### config.mk
export PLATFORM = sky130hd
export DESIGN_NAME = console_output_cooker_unit
export DESIGN_NICKNAME = d
export VERILOG_FILES = /design/src/design/coc_pkg.sv /design/src/design/console_output_cooker_unit.sv /design/src/design/coc_front.sv /design/src/design/coc_queue.sv /design/src/design/coc_back.sv
export SDC_FILE = /design/constraint.sdc
export NUM_CORES = 1
export LEC_CHECK = 0
export ABC_CLOCK_PERIOD_IN_PS = 8600
export BUFFER_PORTS_ARGS = -buffer_cell sky130_fd_sc_hd__buf_2
export CORE_MARGIN = 2
export CORE_UTILIZATION = 30
export CTS_CLUSTER_DIAMETER = 50
export DETAILED_ROUTE_END_ITERATION = 16
export SYNTH_ARGS = -nofsm -noshare
export SYNTH_HDL_FRONTEND = slang
export SYNTH_HIERARCHICAL = 1
export SYNTH_SLANG_ARGS = --single-unit
### constraint.sdc
create_clock -name i_clk -period 8.6 [get_ports i_clk]
set_clock_uncertainty 0.15 [all_clocks]
set_input_delay 1.72 -clock i_clk [delete_from_list [all_inputs] [get_ports i_clk]]
set_output_delay 1.72 -clock i_clk [all_outputs]
set_load 0.02 [all_outputs]
### src/design/coc_pkg.sv
// Shared constants and the run descriptor type for the console output cooker.
`timescale 1ns / 1ps
package coc_pkg;

    localparam int TAB_WIDTH   = 4;
    localparam int MAX_RESULTS = 12;
    localparam int ERASE_CAP   = MAX_RESULTS / 3;
    localparam int COL_W       = 16;
    localparam int COL_MAX     = 65535;
    localparam int SAT_MOD     = COL_MAX % TAB_WIDTH;
    localparam int MOD_W       = (TAB_WIDTH > 1) ? $clog2(TAB_WIDTH) : 1;
    localparam int LEN_W       = $clog2(MAX_RESULTS + 1);
    localparam int QUEUE_DEPTH = 4;
    localparam int QPTR_W      = $clog2(QUEUE_DEPTH);

    localparam logic [7:0] CH_BS    = 8'h08;
    localparam logic [7:0] CH_DEL   = 8'h7f;
    localparam logic [7:0] CH_LF    = 8'h0a;
    localparam logic [7:0] CH_CR    = 8'h0d;
    localparam logic [7:0] CH_FF    = 8'h0c;
    localparam logic [7:0] CH_TAB   = 8'h09;
    localparam logic [7:0] CH_BEL   = 8'h07;
    localparam logic [7:0] CH_SPACE = 8'h20;
    localparam logic [7:0] PIC_B0   = 8'he2;
    localparam logic [7:0] PIC_B1   = 8'h90;
    localparam logic [7:0] PIC_BASE = 8'h80;

    localparam logic [2:0] K_BYTE   = 3'd0;
    localparam logic [2:0] K_CRLF   = 3'd1;
    localparam logic [2:0] K_PIC    = 3'd2;
    localparam logic [2:0] K_SPACES = 3'd3;
    localparam logic [2:0] K_ERASE  = 3'd4;

    localparam logic REG_COOKED = 1'b0;

    typedef struct packed {
        logic [2:0]       kind;
        logic [7:0]       value;
        logic [LEN_W-1:0] len;
    } t_run;

endpackage

### src/design/console_output_cooker_unit.sv
// Top level of the console output cooker: config register, front end, queue, expander.
`timescale 1ns / 1ps
// Usage:
//   Input stream (s side): one console byte per request in tdata, tuser set when
//   the next byte of the write is TAB, tlast on the final byte of a write.
//   Output stream (m side): terminal bytes in tdata, tlast on the final byte
//   produced for one input byte. A byte that yields nothing (erase at column 0)
//   produces no output request.
//   Config port: register cooked_mode at byte address 0 (bit 0), reset 1.
//   Path: an input byte passes the queue, the run register and the output register.
//   Throughput: a queued input byte expands to 1 to 12 bytes; the expander
//   emits one byte per cycle while the receiver is ready. The front end takes
//   one byte per cycle while the four-entry descriptor queue has room, so
//   short bursts are absorbed while a long run (tab, erase, picture) drains.
//   Reset: synchronous, clears the column, the queue and the output register
//   and sets cooked mode.
//   Stall: when the receiver drops tready the output byte holds; the expander
//   and then the queue fill, and s-side tready drops once the queue is full.
module console_output_cooker_unit import coc_pkg::*; (
    input  logic        i_clk,
    input  logic        i_rst_n,
    input  logic        i_psel,
    input  logic        i_penable,
    input  logic        i_pwrite,
    input  logic [2:0]  i_paddr,
    input  logic [31:0] i_pwdata,
    output logic [31:0] o_prdata,
    output logic        o_pready,
    input  logic        i_s_tvalid,
    output logic        o_s_tready,
    input  logic [7:0]  i_s_tdata,   // [7:0] in_byte
    input  logic        i_s_tuser,   // [0] next_is_tab
    input  logic        i_s_tlast,
    output logic        o_m_tvalid,
    input  logic        i_m_tready,
    output logic [7:0]  o_m_tdata,   // [7:0] out_byte
    output logic        o_m_tlast
);

    logic r_cooked;
    logic q_full;
    logic q_push;
    logic q_pop;
    logic q_valid;
    t_run f_run;
    t_run q_run;

    assign o_pready = 1'b1;
    assign o_prdata = (i_paddr[2] == REG_COOKED) ? {31'b0, r_cooked} : 32'b0;

    always_ff @(posedge i_clk) begin
        if (!i_rst_n) begin
            r_cooked <= 1'b1;
        end else if (i_psel && i_penable && i_pwrite && o_pready
                     && i_paddr[2] == REG_COOKED) begin
            r_cooked <= i_pwdata[0];
        end
    end

    coc_front u_front (
        .i_clk      (i_clk),
        .i_rst_n    (i_rst_n),
        .i_cooked   (r_cooked),
        .i_valid    (i_s_tvalid),
        .i_byte     (i_s_tdata),
        .i_next_tab (i_s_tuser),
        .i_last     (i_s_tlast),
        .i_q_full   (q_full),
        .o_ready    (o_s_tready),
        .o_push     (q_push),
        .o_run      (f_run)
    );

    coc_queue u_queue (
        .i_clk   (i_clk),
        .i_rst_n (i_rst_n),
        .i_push  (q_push),
        .i_data  (f_run),
        .o_full  (q_full),
        .i_pop   (q_pop),
        .o_valid (q_valid),
        .o_data  (q_run)
    );

    coc_back u_back (
        .i_clk     (i_clk),
        .i_rst_n   (i_rst_n),
        .i_q_valid (q_valid),
        .i_q_data  (q_run),
        .o_q_pop   (q_pop),
        .o_valid   (o_m_tvalid),
        .i_ready   (i_m_tready),
        .o_byte    (o_m_tdata),
        .o_last    (o_m_tlast)
    );

endmodule

### src/design/coc_front.sv
// Front end: accepts input bytes, classifies them and tracks the display column.
`timescale 1ns / 1ps
module coc_front import coc_pkg::*; (
    input  logic       i_clk,
    input  logic       i_rst_n,
    input  logic       i_cooked,
    input  logic       i_valid,
    input  logic [7:0] i_byte,
    input  logic       i_next_tab,
    input  logic       i_last,
    input  logic       i_q_full,
    output logic       o_ready,
    output logic       o_push,
    output t_run       o_run
);

    logic [COL_W-1:0] r_col, n_col;
    logic [MOD_W-1:0] r_mod, n_mod;
    logic             enq;
    logic             accept;
    logic [LEN_W-1:0] base_l, want_l, cnt_l, tab_cnt;
    logic [COL_W:0]   tab_sum;

    assign o_ready = !i_q_full;
    assign accept  = i_valid && o_ready;
    assign o_push  = accept && enq;

    always_comb begin
        // distance back to the previous tab stop, a full stop when on one
        base_l  = (r_mod == '0) ? LEN_W'(TAB_WIDTH) : LEN_W'(r_mod);
        want_l  = i_next_tab ? base_l : LEN_W'(1);
        cnt_l   = (want_l > LEN_W'(ERASE_CAP)) ? LEN_W'(ERASE_CAP) : want_l;
        tab_cnt = LEN_W'(TAB_WIDTH) - LEN_W'(r_mod);
        tab_sum = {1'b0, r_col} + (COL_W + 1)'(tab_cnt);
    end

    always_comb begin
        enq         = 1'b1;
        o_run.kind  = K_BYTE;
        o_run.value = i_byte;
        o_run.len   = LEN_W'(1);
        n_col       = r_col;
        n_mod       = r_mod;
        if (i_cooked) begin
            if (i_byte == CH_BS || i_byte == CH_DEL) begin
                if (r_col == '0) begin
                    enq = 1'b0;
                end else begin
                    o_run.kind = K_ERASE;
                    o_run.len  = (cnt_l << 1) + cnt_l;
                    n_col      = r_col - COL_W'(cnt_l);
                    n_mod      = MOD_W'(base_l - cnt_l);
                end
            end else if (i_byte == CH_LF) begin
                o_run.kind = K_CRLF;
                o_run.len  = LEN_W'(2);
                n_col      = '0;
                n_mod      = '0;
            end else if (i_byte == CH_CR || i_byte == CH_FF) begin
                n_col = '0;
                n_mod = '0;
            end else if (i_byte == CH_TAB) begin
                o_run.kind = K_SPACES;
                o_run.len  = tab_cnt;
                if (tab_sum > (COL_W + 1)'(COL_MAX)) begin
                    n_col = COL_W'(COL_MAX);
                    n_mod = MOD_W'(SAT_MOD);
                end else begin
                    n_col = tab_sum[COL_W-1:0];
                    n_mod = '0;
                end
            end else if (i_byte == CH_BEL) begin
                n_col = r_col;
            end else begin
                if (i_byte < CH_SPACE) begin
                    o_run.kind = K_PIC;
                    o_run.len  = LEN_W'(3);
                end
                // hold the column once saturated
                if (r_col != COL_W'(COL_MAX)) begin
                    n_col = r_col + COL_W'(1);
                    n_mod = (LEN_W'(r_mod) == LEN_W'(TAB_WIDTH - 1)) ? '0 : r_mod + MOD_W'(1);
                end
            end
        end
        if (i_last) begin
            n_col = '0;
            n_mod = '0;
        end
    end

    always_ff @(posedge i_clk) begin
        if (!i_rst_n) begin
            r_col <= '0;
            r_mod <= '0;
        end else if (accept) begin
            r_col <= n_col;
            r_mod <= n_mod;
        end
    end

endmodule

### src/design/coc_queue.sv
// Short descriptor queue between the front end and the byte expander.
`timescale 1ns / 1ps
module coc_queue import coc_pkg::*; (
    input  logic i_clk,
    input  logic i_rst_n,
    input  logic i_push,
    input  t_run i_data,
    output logic o_full,
    input  logic i_pop,
    output logic o_valid,
    output t_run o_data
);

    t_run                r_mem [QUEUE_DEPTH];
    logic [QPTR_W-1:0]   r_wptr, r_rptr;
    logic [QPTR_W:0]     r_count;
    logic                do_pop;

    assign o_full  = (r_count == (QPTR_W + 1)'(QUEUE_DEPTH));
    assign o_valid = (r_count != '0);
    assign o_data  = r_mem[r_rptr];
    assign do_pop  = i_pop && o_valid;

    always_ff @(posedge i_clk) begin
        if (i_push) begin
            r_mem[r_wptr] <= i_data;
        end
    end

    always_ff @(posedge i_clk) begin
        if (!i_rst_n) begin
            r_wptr  <= '0;
            r_rptr  <= '0;
            r_count <= '0;
        end else begin
            if (i_push) begin
                r_wptr <= r_wptr + QPTR_W'(1);
            end
            if (do_pop) begin
                r_rptr <= r_rptr + QPTR_W'(1);
            end
            if (i_push && !do_pop) begin
                r_count <= r_count + (QPTR_W + 1)'(1);
            end else if (!i_push && do_pop) begin
                r_count <= r_count - (QPTR_W + 1)'(1);
            end
        end
    end

endmodule

### src/design/coc_back.sv
// Back end: expands run descriptors into terminal bytes, one per cycle while the receiver is ready.
`timescale 1ns / 1ps
module coc_back import coc_pkg::*; (
    input  logic       i_clk,
    input  logic       i_rst_n,
    input  logic       i_q_valid,
    input  t_run       i_q_data,
    output logic       o_q_pop,
    output logic       o_valid,
    input  logic       i_ready,
    output logic [7:0] o_byte,
    output logic       o_last
);

    t_run             r_run;
    logic             r_busy;
    logic [LEN_W-1:0] r_idx;
    logic [1:0]       r_phase;
    logic             r_ovalid;
    logic [7:0]       r_obyte;
    logic             r_olast;
    logic             out_free;
    logic             emit;
    logic             run_end;
    logic [7:0]       cur_byte;

    assign out_free = !r_ovalid || i_ready;
    assign emit     = r_busy && out_free;
    assign run_end  = (r_idx == r_run.len - LEN_W'(1));
    assign o_q_pop  = (!r_busy || (emit && run_end)) && i_q_valid;

    always_comb begin
        case (r_run.kind)
            K_BYTE:   cur_byte = r_run.value;
            K_CRLF:   cur_byte = (r_idx == '0) ? CH_CR : CH_LF;
            K_PIC: begin
                if (r_idx == '0) begin
                    cur_byte = PIC_B0;
                end else if (r_idx == LEN_W'(1)) begin
                    cur_byte = PIC_B1;
                end else begin
                    cur_byte = PIC_BASE + r_run.value;
                end
            end
            K_SPACES: cur_byte = CH_SPACE;
            K_ERASE:  cur_byte = (r_phase == 2'd1) ? CH_SPACE : CH_BS;
            default:  cur_byte = r_run.value;
        endcase
    end

    always_ff @(posedge i_clk) begin
        if (o_q_pop) begin
            r_run <= i_q_data;
        end
        if (emit) begin
            r_obyte <= cur_byte;
            r_olast <= run_end;
        end
    end

    always_ff @(posedge i_clk) begin
        if (!i_rst_n) begin
            r_busy   <= 1'b0;
            r_idx    <= '0;
            r_phase  <= '0;
            r_ovalid <= 1'b0;
        end else begin
            if (emit) begin
                r_ovalid <= 1'b1;
            end else if (i_ready) begin
                r_ovalid <= 1'b0;
            end
            // load the next run right behind the last byte of this one
            if (o_q_pop) begin
                r_busy  <= 1'b1;
                r_idx   <= '0;
                r_phase <= '0;
            end else if (emit) begin
                if (run_end) begin
                    r_busy <= 1'b0;
                end
                r_idx   <= r_idx + LEN_W'(1);
                r_phase <= (r_phase == 2'd2) ? 2'd0 : r_phase + 2'd1;
            end
        end
    end

    assign o_valid = r_ovalid;
    assign o_byte  = r_obyte;
    assign o_last  = r_olast;

endmodule

# ---- Word-level counts from Yosys, hierarchy flattened
# Memory sizes are Yosys's and may differ from the RTL's. A register that Yosys moved wholly into a read port is not among the register bits.
# Cells that the tools add are included.
# W data, S select, Z words.
dict set report word_totals {
  mem_count 1
  output_inout_bits 44
  in_bits 52
  wordCells 145
  ram_bits 60
  ff_bits 43
}
# name depth width rd rd_clocked_by_memory_dff wr line
set mem_list {}
lappend mem_list {u_queue.r_mem 4 15 1 1 1 coc_queue.sv:14} ;# t_run r_mem [QUEUE_DEPTH];
dict set report op_classes {
  n_lt_le_gt_ge 3
  n_bitwise 2
  n_mux 59
  n_addsub 15
  eq_ne 20
  n_reduce_logical 33
}
# cell n
set ops {}
lappend ops {{$mux W16} 10}
lappend ops {{$eq A8 B4 Y1 const B} 5}
lappend ops {{$mux W3} 12}
lappend ops {{$mux W4} 8}
lappend ops {{$pmux W8 S4} 1}
lappend ops {{$mux W2} 14}
lappend ops {{$add A16 B4 Y17} 1}
lappend ops {{$gt A17 B16 Y1 const B} 1}
lappend ops {{$add A16 B1 Y16 const B} 1}
lappend ops {{$logic_not A16 Y1} 1}
lappend ops {{$mux W8} 2}
lappend ops {{$ne A16 B16 Y1 const B} 1}
lappend ops {{$sub A16 B4 Y16} 1}
lappend ops {{$logic_and A1 B1 Y1} 11}
lappend ops {{$mux W1} 11}
lappend ops {{$reduce_bool A2 Y1} 5}
lappend ops {{$add A2 B1 Y2 const B} 4}
lappend ops {{$add A8 B8 Y8 const A} 1}
lappend ops {{$eq A8 B3 Y1 const B} 1}
lappend ops {{$eq A8 B7 Y1 const B} 1}
lappend ops {{$lt A8 B6 Y1 const B} 1}
lappend ops {{$eq A3 B2 Y1 const B} 2}
lappend ops {{$eq A3 B3 Y1 const B} 2}
lappend ops {{$mux W6} 1}
lappend ops {{25 further kinds} 34}

# ---- Depth between registers and ports, before layout
# Gate-level depths: netlist of the first run.
dict set report logic_depth {
  depth_word 10
  mapped_depth 13
  mapped_depth_nobuf 13
}

# ---- Modules after synthesis
# The synthesis of the first run kept the hierarchy.
# mod n_inst cells_each area_per_inst_um2 seq_area_each_um2
set by_module_without_submodules {}
lappend by_module_without_submodules {coc_queue 1 121 2671.3 1981.9}
lappend by_module_without_submodules {coc_front 1 338 2412.3 360.3}
lappend by_module_without_submodules {coc_back 1 125 1483.9 880.8}
lappend by_module_without_submodules {console_output_cooker_unit 1 40 320.3 20.0}

# ---- Worst setup path before layout of the first run
# Ideal clock, no wire load.
dict set report synth_timing {
  path_type {input-to-reg}
  startpoint {in i_m_tready}
  endpoint {reg u_queue.r_count[2]}
  cell_stages 10
  path_buffers 0
  t_required_ns 8.374
  arrival_ns 4.726
  setup_ns 0.076
  setup_slack_ns 3.648
  cell_sequence {nand2b_1 > nand2_1 > o31ai_1 > o31ai_4 > ha_1 > inv_1 > fa_1 > xor2_1 > or3_1 > a21boi_0}
}
dict set report synth_between {
  elab_chain_len 9
  word_cells_on_any_way 11
  classes_between {mux (1); reduce/logical (10)}
}
# item line
set synth_rtl {}
lappend synth_rtl {{from (decl)} console_output_cooker_unit.sv:35} ;# input logic i_m_tready,
lappend synth_rtl {{$logic_or A1 B1 Y1 (*)} coc_back.sv:27} ;# assign out_free = !r_ovalid || i_ready;
lappend synth_rtl {{$logic_and A1 B1 Y1 (*)} coc_back.sv:28} ;# assign emit = r_busy && out_free;
lappend synth_rtl {{$logic_and A1 B1 Y1 (*)} coc_back.sv:30} ;# assign o_q_pop = (!r_busy || (emit && run_end)) && i_q_valid;
lappend synth_rtl {{$logic_or A1 B1 Y1 (*)} coc_back.sv:30}
lappend synth_rtl {{$logic_and A1 B1 Y1 (*)} coc_back.sv:30}
lappend synth_rtl {{named net q_pop} console_output_cooker_unit.sv:43} ;# logic q_pop;
lappend synth_rtl {{$logic_and A1 B1 Y1 (*)} coc_queue.sv:22} ;# assign do_pop = i_pop && o_valid;
lappend synth_rtl {{$logic_not A1 Y1} coc_queue.sv:42} ;# if (i_push && !do_pop) begin
lappend synth_rtl {{$logic_and A1 B1 Y1} coc_queue.sv:42}
lappend synth_rtl {{$mux W3 / $reduce_bool A2 Y1 (equally long branches)} --}
lappend synth_rtl {{to (signal assigned)} coc_queue.sv:43} ;# r_count <= r_count + (QPTR_W + 1)'(1);
lappend synth_rtl {{to (signal assigned)} coc_queue.sv:45} ;# r_count <= r_count - (QPTR_W + 1)'(1);
lappend synth_rtl {{to (decl)} coc_queue.sv:16} ;# logic [QPTR_W:0] r_count;
# The timed path passes the listed nets; every way through them passes the cells marked *.
# A chain may end at the register's enable or synchronous reset.

# ---- Final worst setup path of the first run
dict set report layout_timing {
  startpoint {in i_s_tdata[5]}
  endpoint {reg u_queue.r_count[2]}
}
dict set report layout_between {
  elab_chain_len 8
  word_cells_on_any_way 11
  classes_between {eq/ne (2); mux (3); reduce/logical (6)}
}
# item line
set layout_rtl {}
lappend layout_rtl {{from (decl)} console_output_cooker_unit.sv:31} ;# input logic [7:0] i_s_tdata,
lappend layout_rtl {{$eq A8 B4 Y1 / $eq A8 B7 Y1 (equally long branches)} coc_front.sv:45} ;# if (i_byte == CH_BS || i_byte == CH_DEL) begin
lappend layout_rtl {{$logic_or A1 B1 Y1 (*)} coc_front.sv:45}
lappend layout_rtl {{$mux W1 (*)} coc_front.sv:45}
lappend layout_rtl {{$mux W1 (*)} coc_front.sv:44} ;# if (i_cooked) begin
lappend layout_rtl {{$logic_and A1 B1 Y1 (*)} coc_front.sv:26} ;# assign o_push = accept && enq;
lappend layout_rtl {{named net q_push} console_output_cooker_unit.sv:42} ;# logic q_push;
lappend layout_rtl {{$logic_not A1 Y1} coc_queue.sv:44} ;# end else if (!i_push && do_pop) begin
lappend layout_rtl {{$logic_and A1 B1 Y1} coc_queue.sv:44}
lappend layout_rtl {{$reduce_bool A2 Y1 (no source line)} --}
# Marked as above.

==> results of run 1 <==
[area by class of cell]
type | count | area (um^2)
diodes | 1 | 2.50
clock buffers | 24 | 524
clock inverters | 8 | 130
fillers | 2243 | 14800
inverters | 26 | 97.6
multi-input cells | 442 | 3220
flip-flops and latches | 120 | 3240
well taps | 285 | 357
repair buffers | 31 | 158
[worst reg2reg max path: stages (launching register included)]
cell and delay [ns]:
dfxtp_1 0.47, inv_1 0.08, ha_1 0.28, nand3b_1 0.33, ha_1 0.34, nor2b_1 0.12, o21ai_0 0.39, nand3_1 0.30
or3_1 0.42, a211oi_1 0.22, mux2i_1 0.10, o22ai_1 0.15
[cell families (layout without fill, tap and decap cells)]
logic type | count (synthesis) | count (layout) | share of synthesized area [%]
buffers and inverters | 92 | 89 | 7.94
other | 2 | 33 | 0.109
AOI/OAI and AO/OA | 139 | 139 | 14.1
muxes | 24 | 24 | 6.54
adders and majority gates | 25 | 25 | 4.98
DFF | 120 | 120 | 47.1
xor gates and xnor gates | 23 | 23 | 3.34
and+or+nand+nor | 199 | 199 | 15.9
[power by group through the flow]
stage	Combinational [uW]	Sequential [uW]	Clock (uW)
global route	550	871	822
floorplan	389	859	0
detailed placement	496	870	0
finish	494	857	780
global placement	488	866	0
CTS	498	858	796
[final timing paths]
kind	start	end	slack (ns)	cells past startpoint
worst max-delay path	i_s_tdata[5]	u_queue/r_count[2]	3.96	12
worst min-delay path	u_back/r_phase[0]	u_back/r_phase[0]	0.33	2
worst max register to register	u_front/r_mod[0]	u_front/r_col[15]	5.17	11
worst min register to register	u_back/r_phase[0]	u_back/r_phase[0]	0.33	2
[registers in the layout, indices dropped and copies added, names as in the netlist, named ones only]
| register | cells |
|---|---|
| u_queue/r_mem | 60 |
| u_front/r_col | 16 |
| u_back/r_run | 15 |
| u_back/o_byte | 8 |
| u_back/r_idx | 4 |
| u_queue/r_count | 3 |
| u_back/r_phase | 2 |
| u_front/r_mod | 2 |
| u_queue/r_rptr | 2 |
| u_queue/r_wptr | 2 |
| r_cooked | 1 |
| u_back/o_last | 1 |
| u_back/o_valid | 1 |
| u_back/r_busy | 1 |
[cell usage in the layout (no fill, tap or decap), types with 11 or more instances in the layout]
| master | Yosys | final |
|---|---|---|
| a21oi_1 | 34 | 34 |
| nor2b_1 | 11 | 11 |
| clkbuf_16 | 0 | 19 |
| edfxtp_1 | 84 | 84 |
| dfxtp_1 | 36 | 36 |
| nand2_1 | 45 | 45 |
| ha_1 | 21 | 21 |
| buf_2 | 13 | 30 |
| nor2_1 | 36 | 36 |
| nor3_1 | 11 | 11 |
| inv_1 | 26 | 26 |
| conb_1 | 2 | 32 |
| nand3_1 | 23 | 23 |
| and2_1 | 15 | 15 |
| o21ai_0 | 37 | 37 |
[metrics by stage]
stage,hold slack (ns),util [%],power [uW]
detailed placement,0.320,31.3,1370
global route,0.360,34.2,2240
floorplan,0.290,-,1250
CTS,0.330,34.2,2150
global placement,0.300,31.3,1350
finish,0.328,34.2,2130
[synth_stat cells, types with 7 or more instances]
cell / n / area, um^2
xor2_1: 10 / 87.6
nand3_1: 23 / 115
clkbuf_1: 7 / 26.3
nor2b_1: 11 / 68.8
a31oi_1: 7 / 43.8
a21oi_1: 34 / 170
inv_1: 26 / 97.6
xnor2_1: 10 / 87.6
edfxtp_1: 84 / 2520
nor2_1: 36 / 135
a21o_1: 7 / 52.6
nor3_1: 11 / 55.1
o21ai_0: 37 / 185
a211oi_1: 8 / 60.1
and2_1: 15 / 93.8
nand2_1: 45 / 169
or3_1: 9 / 56.3
dfxtp_1: 36 / 721
ha_1: 21 / 263
mux4_2: 10 / 225
buf_4: 43 / 323
buf_2: 13 / 65.1
nand4_1: 7 / 43.8
[per-layer routing]
metal,vias to the layer above,track usage [%],wire length (um)
li1,2293,-,-
met1,2288,15.5,6330
met2,166,21.1,7200
met3,10,3.15,833
met4,0,4.67,163
met5,-,0,0
==> results.md, run 1 <==
* Run status: completed
* Die ar. at 0.0242 mm^2
* TritonRoute pass-1 iters at 6
* Fin. Hold Viols at 0
* Core region area at 0.0226 mm^2
* Initial DRC Count at 442
* Synth Flop Type: edfxtp_1
* Reg power frac at 40.2%
* Total CTS buffers at 17
* Vias at 4757
* CTS Sinks at 120
* Sequential share of the synthesized area at 47.1%
* Die Span X at 156 um
* CTS Hold Bufs at 0
* Hold Crit Class: reg -> reg
* Worst-margin pin slew at 0.986 ns
* Root cell of the clock tree: clkbuf_16
* Clk buf depth at 2
* Pin count of the biggest net entering global routing at 23
* First-pass GRT wire length at 23500 um
* Comb power frac at 23.2%
* Core Rows at 55
* Residual DRC count at 0
* Detailed placer's ending HPWL at 10100 um
* Nets@finish at 715
* Max Fclk at 215 MHz
* Placed cells at 904
* Area of the mapped netlist at 0.00689 mm^2
* Area grow syn2layout at 12.2%
* Top delay family on crit path: simple AND/OR/NAND/NOR gates
* Largest stage delay on the critical path at 0.54 ns
* CP Buf/Inv Count at 2
* Number of gates resized after cts at 0
* Flops & latches, synth at 120
* Setup CP Type: in -> reg
* WP data arrival at 4.83 ns
* Initial core utilization at 30.5%
* Rel. slew slack at 34.2%
* DP Area at 0.00707 mm^2
* Final number of setup-violating endpoints at 0
* Aggregate global-route resource usage at 12.5%
* Initial antenna violation count at 1
* FFs w/ async S/R, synth at 0%
* RSZ-0062 raised after global routing: false
* Sw Pwr at 648 uW
* Pwr Density at 276 mW/mm^2
* Share of layout cells above drive strength 1 at 14.9%
* Die Ht at 156 um
* Internal Power at 1480 uW
* Post-route setup TNS at 0 ns
* Worst-path fanout max at 12
* Synth unique cells at 81
* H-tree Lvls at 4
* Leakage at 0.00277 uW
* Clock Pin Slew Worst Setup and Hold Paths at 0.06 ns
* Setup ws final at 3.96 ns
* Crit. End Element: flop
* Slowest cell on crit path: or4_1
* Vias in the first global route at 4457
* Post-CTS setup buffer count at 0
* Cells after Synth at 624
* Slew Viols, Final at 0
* Synth warn at 6
* Worst path cell trace: buf_2 > or4_1 > o22ai_2 > and2_1 > nand3_1 > o21a_1 > ha_1 > inv_1 > fa_1 > xor2_1 > or3_1 > a21boi_0
* WL final at 14500 um
* CP Launch Type: primary input
* Peak supply drop at 0.128 mV
* Maxcap violations at 0
* Period minus WS final at 4.64 ns
* # IOs at 96
* Clock power share at 36.6%
* Mean Syn Cell Area at 11.0 um^2
* Non-Filler Instances at 937
* Vias per std cell at 5.08
* Worst EP required at 8.79 ns
* GR Overflow Total at 0
* Placement Setup Slack at 3.52 ns
* Number of synthesized flops with an enable pin at 84
* Switching Fraction at 30.4%
* GPL Wtd Cong at 0.904
* Antenna-violating nets left at 0
* CTS tree: built
* Skew-Pair Late Insertion Delay at 0.41 ns
* Post-layout instance area at 0.00773 mm^2
* Drt wl/cell at 15.5 um
* IO Port Bufs at 30
* Tcrit/Tclk final at 54.0%
(Power assumes the default switching activity.)
==> run 2: changes to the inputs <==
--- a/config.mk
+++ b/config.mk
@@ -5,7 +5,7 @@
 export SDC_FILE = /design/constraint.sdc
 export NUM_CORES = 1
 export LEC_CHECK = 0
-export ABC_CLOCK_PERIOD_IN_PS = 8600
+export ABC_CLOCK_PERIOD_IN_PS = 3850
 export BUFFER_PORTS_ARGS = -buffer_cell sky130_fd_sc_hd__buf_2
 export CORE_MARGIN = 2
 export CORE_UTILIZATION = 30
==> constraint.sdc (replaced) <==
create_clock -name i_clk -period 3.85 [get_ports i_clk]
set_clock_uncertainty 0.15 [all_clocks]
set_input_delay 0.77 -clock i_clk [delete_from_list [all_inputs] [get_ports i_clk]]
set_output_delay 0.77 -clock i_clk [all_outputs]
set_load 0.02 [all_outputs]
==> run 2 against run 1 <==
First-iteration DRC count fell by 22%. Worst setup slack got worse by 3.4 ns. Combinational power rose by 120%. Sequential power rose by 120%. Flip-flop and latch count did not move. Global-route usage fell by 0.066 points. Total power rose by 110%. Hold slack got worse by 0.011 ns. Cell count rose by 1.4%. Critical endpoint is now u_front/r_col[6]. Largest cell class unchanged.
==> results.md, run 2 (same netlist as run 1, synthesis figures left out) <==
* Run status: completed
* Share of layout cells above drive strength 1 at 16.6% (+1.7 points)
* Period minus WS final at 3.27 ns
* Detailed placer's ending HPWL at 10300 um (+2.8%)
* IO Port Bufs at 30 (unchanged)
* Die Span X at 156 um (unchanged)
* CTS Hold Bufs at 0 (unchanged)
* CTS Sinks at 120 (unchanged)
* CP Buf/Inv Count at 2 (unchanged)
* Core region area at 0.0226 mm^2 (unchanged)
* Commonest non-fill, non-tap cells in the layout: edfxtp_1 (84), nand2_1 (45), o21ai_0 (37)
* CP Launch Type: flop
* Residual DRC count at 0 (unchanged)
* WL final at 14500 um (about the same)
* Most flops, register: u_queue/r_mem
* Maxcap violations at 0 (unchanged)
* Die ar. at 0.0242 mm^2 (unchanged)
* Clock Pin Slew Worst Setup and Hold Paths at 0.06 ns (about the same)
* Pin count of the biggest net entering global routing at 17 (-26%)
* Aggregate global-route resource usage at 12.4% (-0.066 points)
* Drt wl/cell at 15.3 um (-1.4%)
* Post-CTS setup buffer count at 0 (unchanged)
* Crit. End Element: flop
* Fillers at 2226 (-0.76%)
* Max Fclk at 306 MHz
* Commonest non-fill, non-tap cell in the layout: edfxtp_1
* Vias in the first global route at 4356 (-2.3%)
* Rel. slew slack at 36.5% (+2.3 points)
* Hold path endpoint: u_back/r_phase[1]
* Peak supply drop at 0.312 mV (+140%)
* Skew-Pair Late Insertion Delay at 0.42 ns (about the same)
* Worst EP required at 4.03 ns (-4.76 ns)
* Pwr Density at 583 mW/mm^2 (+110%)
* Vias per std cell at 5.02 (-1.1%)
* Nets@finish at 728 (+1.8%)
* WP data arrival at 3.45 ns (-1.38 ns)
* Tcrit/Tclk final at 84.9%
* Largest stage delay on the critical path at 0.46 ns (-0.08 ns)
* Number of gates resized after cts at 0 (unchanged)
* # IOs at 96 (unchanged)
* Root cell of the clock tree: clkbuf_16
* CTS tree: built
* RSZ-0062 raised after global routing: false
* H-tree Lvls at 4 (unchanged)
* Initial DRC Count at 344 (-22%)
* Total CTS buffers at 17 (unchanged)
* Slowest cell on crit path: dfxtp_1
* Initial core utilization at 30.5% (unchanged)
* Clk buf depth at 2 (unchanged)
* Reg2reg end: u_front/r_col[6]
* Hold wc startpoint: u_back/r_phase[1]
* Top flop regs: u_queue/r_mem: 60 flops, u_front/r_col: 16 flops, u_back/r_run: 15 flops
* Core Rows at 55 (unchanged)
* TritonRoute pass-1 iters at 5 (-1)
* Leakage at 0.00277 uW (+0.13%)
* First-pass GRT wire length at 23300 um (-0.86%)
* Worst-path fanout max at 7 (-5)
* Post-route setup TNS at 0 ns (unchanged)
* Slew Viols, Final at 0 (unchanged)
* Fin. Hold Viols at 0 (unchanged)
* Area grow syn2layout at 12.1% (about the same)
* GPL Wtd Cong at 0.948 (+4.9%)
* Die Ht at 156 um (unchanged)
* Vias at 4771 (+0.29%)
* Reg-to-reg startpoint: u_front/r_mod[0]
* Reg2Reg Setup Slack at 0.58 ns (-4.59 ns)
* Hold Crit Class: reg -> reg
* Total power at 4500 uW (+110%)
* Final number of setup-violating endpoints at 0 (unchanged)
* Setup CP Type: reg -> reg
* Initial antenna violation count at 1 (unchanged)
* Top delay family on crit path: adder cells
* Hold path cells at 2 (unchanged)
* GR Overflow Total at 0 (unchanged)
* Worst-margin pin slew at 0.951 ns (-0.0343 ns)
* Antenna-violating nets left at 0 (unchanged)
* Final core utilization at 34.2% (about the same)
* Reg2reg path depth at 13 (+2)
* Max reg flops at 60 (unchanged)
* Worst path cell trace: inv_1 > ha_1 > nand2b_1 > nand2_1 > ha_1 > inv_1 > fa_1 > a21oi_1 > nand2_1 > nor2_1 > a31oi_1 > o22a_1 > o21ai_0
[run 2: area by class of cell]
class | count | area, um^2 | area share [%]
inverter | 26 | 97.6 | 1.26
clock inverter | 15 | 128 | 1.65
multi-input combinational | 442 | 3220 | 41.6
antenna | 1 | 2.50 | 0.0324
timing repair buffer | 44 | 255 | 3.30
sequential | 120 | 3240 | 42.0
tap | 285 | 357 | 4.62
clock buffer | 17 | 425 | 5.51
[run 2: report_power, final]
part,switching (uW),internal (uW)
clock network,592,885
registers,199,1710
logic,658,454
total,1450,3050
[run 2: how the worst max path moves through the flow]
| stage | cells past startpoint | start | to |
|---|---|---|---|
| finish | 13 | u_front/r_mod[0] | u_front/r_col[6] |
| CTS | 11 | u_front/r_mod[0] | u_front/r_col[15] |
| global placement | 12 | i_s_tdata[5] | u_queue/r_count[2] |
| global route | 13 | u_front/r_mod[0] | u_front/r_col[6] |
| floorplan | 10 | i_m_tready | u_queue/r_count[2] |
| detailed placement | 12 | i_s_tdata[5] | u_queue/r_count[2] |
[run 2: worst register-to-register path, delay by kind of cell (launching register included)]
kind / cells / cell delay (ns)
fa+ha+maj: 3 / 0.88
simple gates: 4 / 0.82
compound gates: 4 / 0.76
buf+inv: 2 / 0.13
flops: 1 / 0.46
[run 2: metrics by stage]
step	instance area (um^2)	setup WS, ns	hold slack, ns	std cells
finish	7720	0.582	0.317	950
global route	7720	0.260	0.345	949
CTS	7720	0.597	0.325	949
detailed placement	7170	0.402	0.317	917
global placement	7170	0.414	0.301	917
floorplan	7010	0.456	0.290	654
[run 2: per-layer routing]
metal,share of wire [%],up-vias,global-route usage [%],routed length (um)
met5,0,-,0,0
met2,50,130,21.1,7200
met1,45,2299,15.5,6580
met4,1.1,0,4.02,162
li1,-,2322,-,-
met3,4.0,20,3.20,579
==> run 3: changes to the inputs <==
--- a/config.mk
+++ b/config.mk
@@ -5,7 +5,8 @@
 export SDC_FILE = /design/constraint.sdc
 export NUM_CORES = 1
 export LEC_CHECK = 0
-export ABC_CLOCK_PERIOD_IN_PS = 3850
+export ABC_AREA = 1
+export ABC_CLOCK_PERIOD_IN_PS = 3100
 export BUFFER_PORTS_ARGS = -buffer_cell sky130_fd_sc_hd__buf_2
 export CORE_MARGIN = 2
 export CORE_UTILIZATION = 30
==> constraint.sdc (replaced) <==
create_clock -name i_clk -period 3.1 [get_ports i_clk]
set_clock_uncertainty 0.15 [all_clocks]
set_input_delay 0.62 -clock i_clk [delete_from_list [all_inputs] [get_ports i_clk]]
set_output_delay 0.62 -clock i_clk [all_outputs]
set_load 0.02 [all_outputs]
==> run 3 against run 2 <==
Routed wire length grew 15%. Worst setup slack lost 0.27 ns. Synthesized cell count rose by 43%. Sequential power grew 22%. Maximum frequency up 17%. Clock power is 29% higher. Largest cell class is now multi-input combinational cells.
==> results.md, run 3 <==
* Run status: completed
* Most frequent cell after synthesis: nand2_1
* Root cell of the clock tree: clkbuf_16
* Final number of setup-violating endpoints at 0 (unchanged)
* Synth Flop Type: edfxtp_1
* Tcrit/Tclk final at 90.0% (+5.1 points)
* RSZ-0062 raised after global routing: false
* Peak supply drop at 0.355 mV (+14%)
* H-tree Lvls at 4 (unchanged)
* Initial antenna violation count at 0 (-1)
* Post-synth top area share at 34.1% (-2.5 points)
* Initial DRC Count at 328 (-4.7%)
* Die ar. at 0.0259 mm^2 (+7.1%)
* Commonest non-fill, non-tap cell in the layout: nand2_1
* Fillers at 2544 (+14%)
* Worst EP required at 3.30 ns (-0.73 ns)
* Die Ht at 161 um (+3.5%)
* Area grow syn2layout at 13.1%
* Die Span X at 161 um (+3.5%)
* Nets@finish at 1011 (+39%)
* CP Launch Type: flop
* Worst-margin pin slew at 0.621 ns (-0.330 ns)
* Most flops, register: u_queue/r_mem
* Most area-consuming cells after synthesis: edfxtp_1 (34%), dfxtp_1 (9.8%), nand2_1 (9.2%)
* Vias in the first global route at 5402 (+24%)
* Number of synthesized flops with an enable pin at 84 (unchanged)
* Core region area at 0.0242 mm^2 (+7.4%)
* Top flop regs: u_queue/r_mem: 60 flops, u_front/r_col: 16 flops, u_back/r_run: 15 flops
* Total CTS buffers at 17 (unchanged)
* Vias per std cell at 4.55 (-9.4%)
* Max reg flops at 60 (unchanged)
* Area of the mapped netlist at 0.00739 mm^2 (+7.3%)
* Flops & latches, synth at 120 (unchanged)
* Synth warn at 6 (unchanged)
* Fin. Hold Viols at 0 (unchanged)
* GR Overflow Total at 0 (unchanged)
* Post-synth top cells: nand2_1 (181), nor2_1 (113), inv_1 (102)
* Min Hold Slack at 0.300 ns (-0.0170 ns)
* Share of layout cells above drive strength 1 at 17.5% (+0.96 points)
* Total power at 6360 uW (+41%)
* Sequential share of the synthesized area at 43.9% (-3.2 points)
* GPL Wtd Cong at 0.933 (-1.6%)
* Core Rows at 57 (+3.6%)
* # IOs at 96 (unchanged)
* Mean Syn Cell Area at 8.29 um^2 (-25%)
* Hold Crit Class: in -> reg
* Residual DRC count at 0 (unchanged)
* Clock Pin Slew Worst Setup and Hold Paths at 0.06 ns (about the same)
* Cells after Synth at 891 (+43%)
* TritonRoute pass-1 iters at 7 (+2)
* # diodes at 0 (-1)
* Leakage at 0.00357 uW (+29%)
* IO Port Bufs at 30 (unchanged)
* WL final at 16700 um (+15%)
* Worst-path fanout max at 5 (-2)
* Pwr Density at 761 mW/mm^2 (+31%)
* Antenna-violating nets left at 0 (unchanged)
* Final core utilization at 34.5% (+0.25 points)
* FFs w/ async S/R, synth at 0% (unchanged)
* Crit. End Element: flop
* Post-synth top area cell: edfxtp_1
* Detailed placer's ending HPWL at 11700 um (+13%)
* Initial core utilization at 30.5% (-0.036 points)
* Vias at 5782 (+21%)
* Drt wl/cell at 13.1 um (-14%)
* Skew-Pair Late Insertion Delay at 0.42 ns (about the same)
* Rel. slew slack at 58.5% (+22 points)
* Pin count of the biggest net entering global routing at 31 (+14)
* WP data arrival at 2.99 ns (-0.46 ns)
* Max Fclk at 359 MHz (+17%)
* Slew Viols, Final at 0 (unchanged)
* Maxcap violations at 0 (unchanged)
* Post-route setup TNS at 0 ns (unchanged)
* Setup CP Type: reg -> reg
* First-pass GRT wire length at 27100 um (+16%)
* CTS tree: built
* Clk buf depth at 2 (unchanged)
* Aggregate global-route resource usage at 13.2% (+0.81 points)
* CTS Sinks at 120 (unchanged)
* Period minus WS final at 2.79 ns (-0.479 ns)
* Commonest non-fill, non-tap cells in the layout: nand2_1 (180), nor2_1 (109), inv_1 (102)
* Synth unique cells at 42 (-48%)
run 3: cell count changes after synthesis, sizes merged, moves of 15 or more:
cell / before / now
nand3: 25 / 72
nor2: 37 / 127
nand2: 46 / 196
o22ai: 2 / 17
o21ai: 39 / 63
mux4: 15 / 0
inv: 26 / 108
run 3: final cells by class:
cell class              count  area [um^2]  share of cell area (%)
clock buffers              17          425                    5.09
clock inverters            15          140                    1.68
inverters                 108          405                    4.85
multi-input cells         627         3350                    40.1
flip-flops and latches    120         3240                    38.8
well taps                 324          405                    4.85
repair buffers             60          388                    4.64
run 3: layer usage:
metal  up-vias  share of wire, %  track usage, %
met5         -                 0               0
met4         0               1.7            5.36
met3        20               4.3            2.56
met2       161                48            22.3
met1      2665                46            16.7
li1       2936                 -               -
run 3: timing repair:
action,CTS,global route
hold buffers,0,0
hold endpoints to repair,0,0
endpoints found under the setup margin,0,10
setup buffers,0,1
resized for setup,0,8
run 3: path summary, 6_finish.rpt:
path	from	end	slack, ns	cells past startpoint
min	i_pwdata[0]	r_cooked	0.30	3
max reg2reg	u_front/r_mod[1]	u_front/r_col[13]	0.31	15
max	u_front/r_mod[1]	u_front/r_col[13]	0.31	15
min reg2reg	u_front/r_mod[0]	u_front/r_mod[0]	0.33	2
run 3: report_power, final:
part | internal (uW) | switching, uW | total (uW)
registers | 2160 | 174 | 2330
clock network | 1120 | 790 | 1910
logic | 736 | 1380 | 2120
total | 4010 | 2350 | 6360
run 3: kinds of logic (layout without fill, tap and decap cells):
logic type / after synthesis / in the layout / synth area share, %
AO/OA/AOI/OAI: 128 / 128 / 10.9
XOR/XNOR: 24 / 24 / 2.84
adder cells (fa/ha/maj): 25 / 25 / 4.64
buffers and inverters: 174 / 200 / 12.6
flip-flops: 120 / 120 / 43.9
other: 2 / 32 / 0.102
AND/OR/NAND/NOR: 418 / 418 / 25.1
run 3: stage by stage:
stage / instances / cell area [um^2] / setup slack (ns)
3_5_place_dp: 1238 / 7770 / 0.177
2_1_floorplan: 921 / 7500 / 0.209
4_1_cts: 1270 / 8330 / 0.207
6_report: 1271 / 8360 / 0.311
3_3_place_gp: 1238 / 7770 / 0.146
5_1_grt: 1271 / 8360 / 0.00197
run 3: critical path: stages, from the launching register on:
cell and delay (ns):
dfxtp_2 0.36, inv_1 0.06, ha_1 0.22, buf_4 0.16, ha_1 0.35, nand3_1 0.09, nand2_1 0.11, nand2_1 0.13
buf_4 0.17, o21ai_2 0.20, nand2_1 0.21, o21ai_0 0.13, nand2_1 0.09, nor2_1 0.11, nand2_1 0.06, a21oi_1 0.11
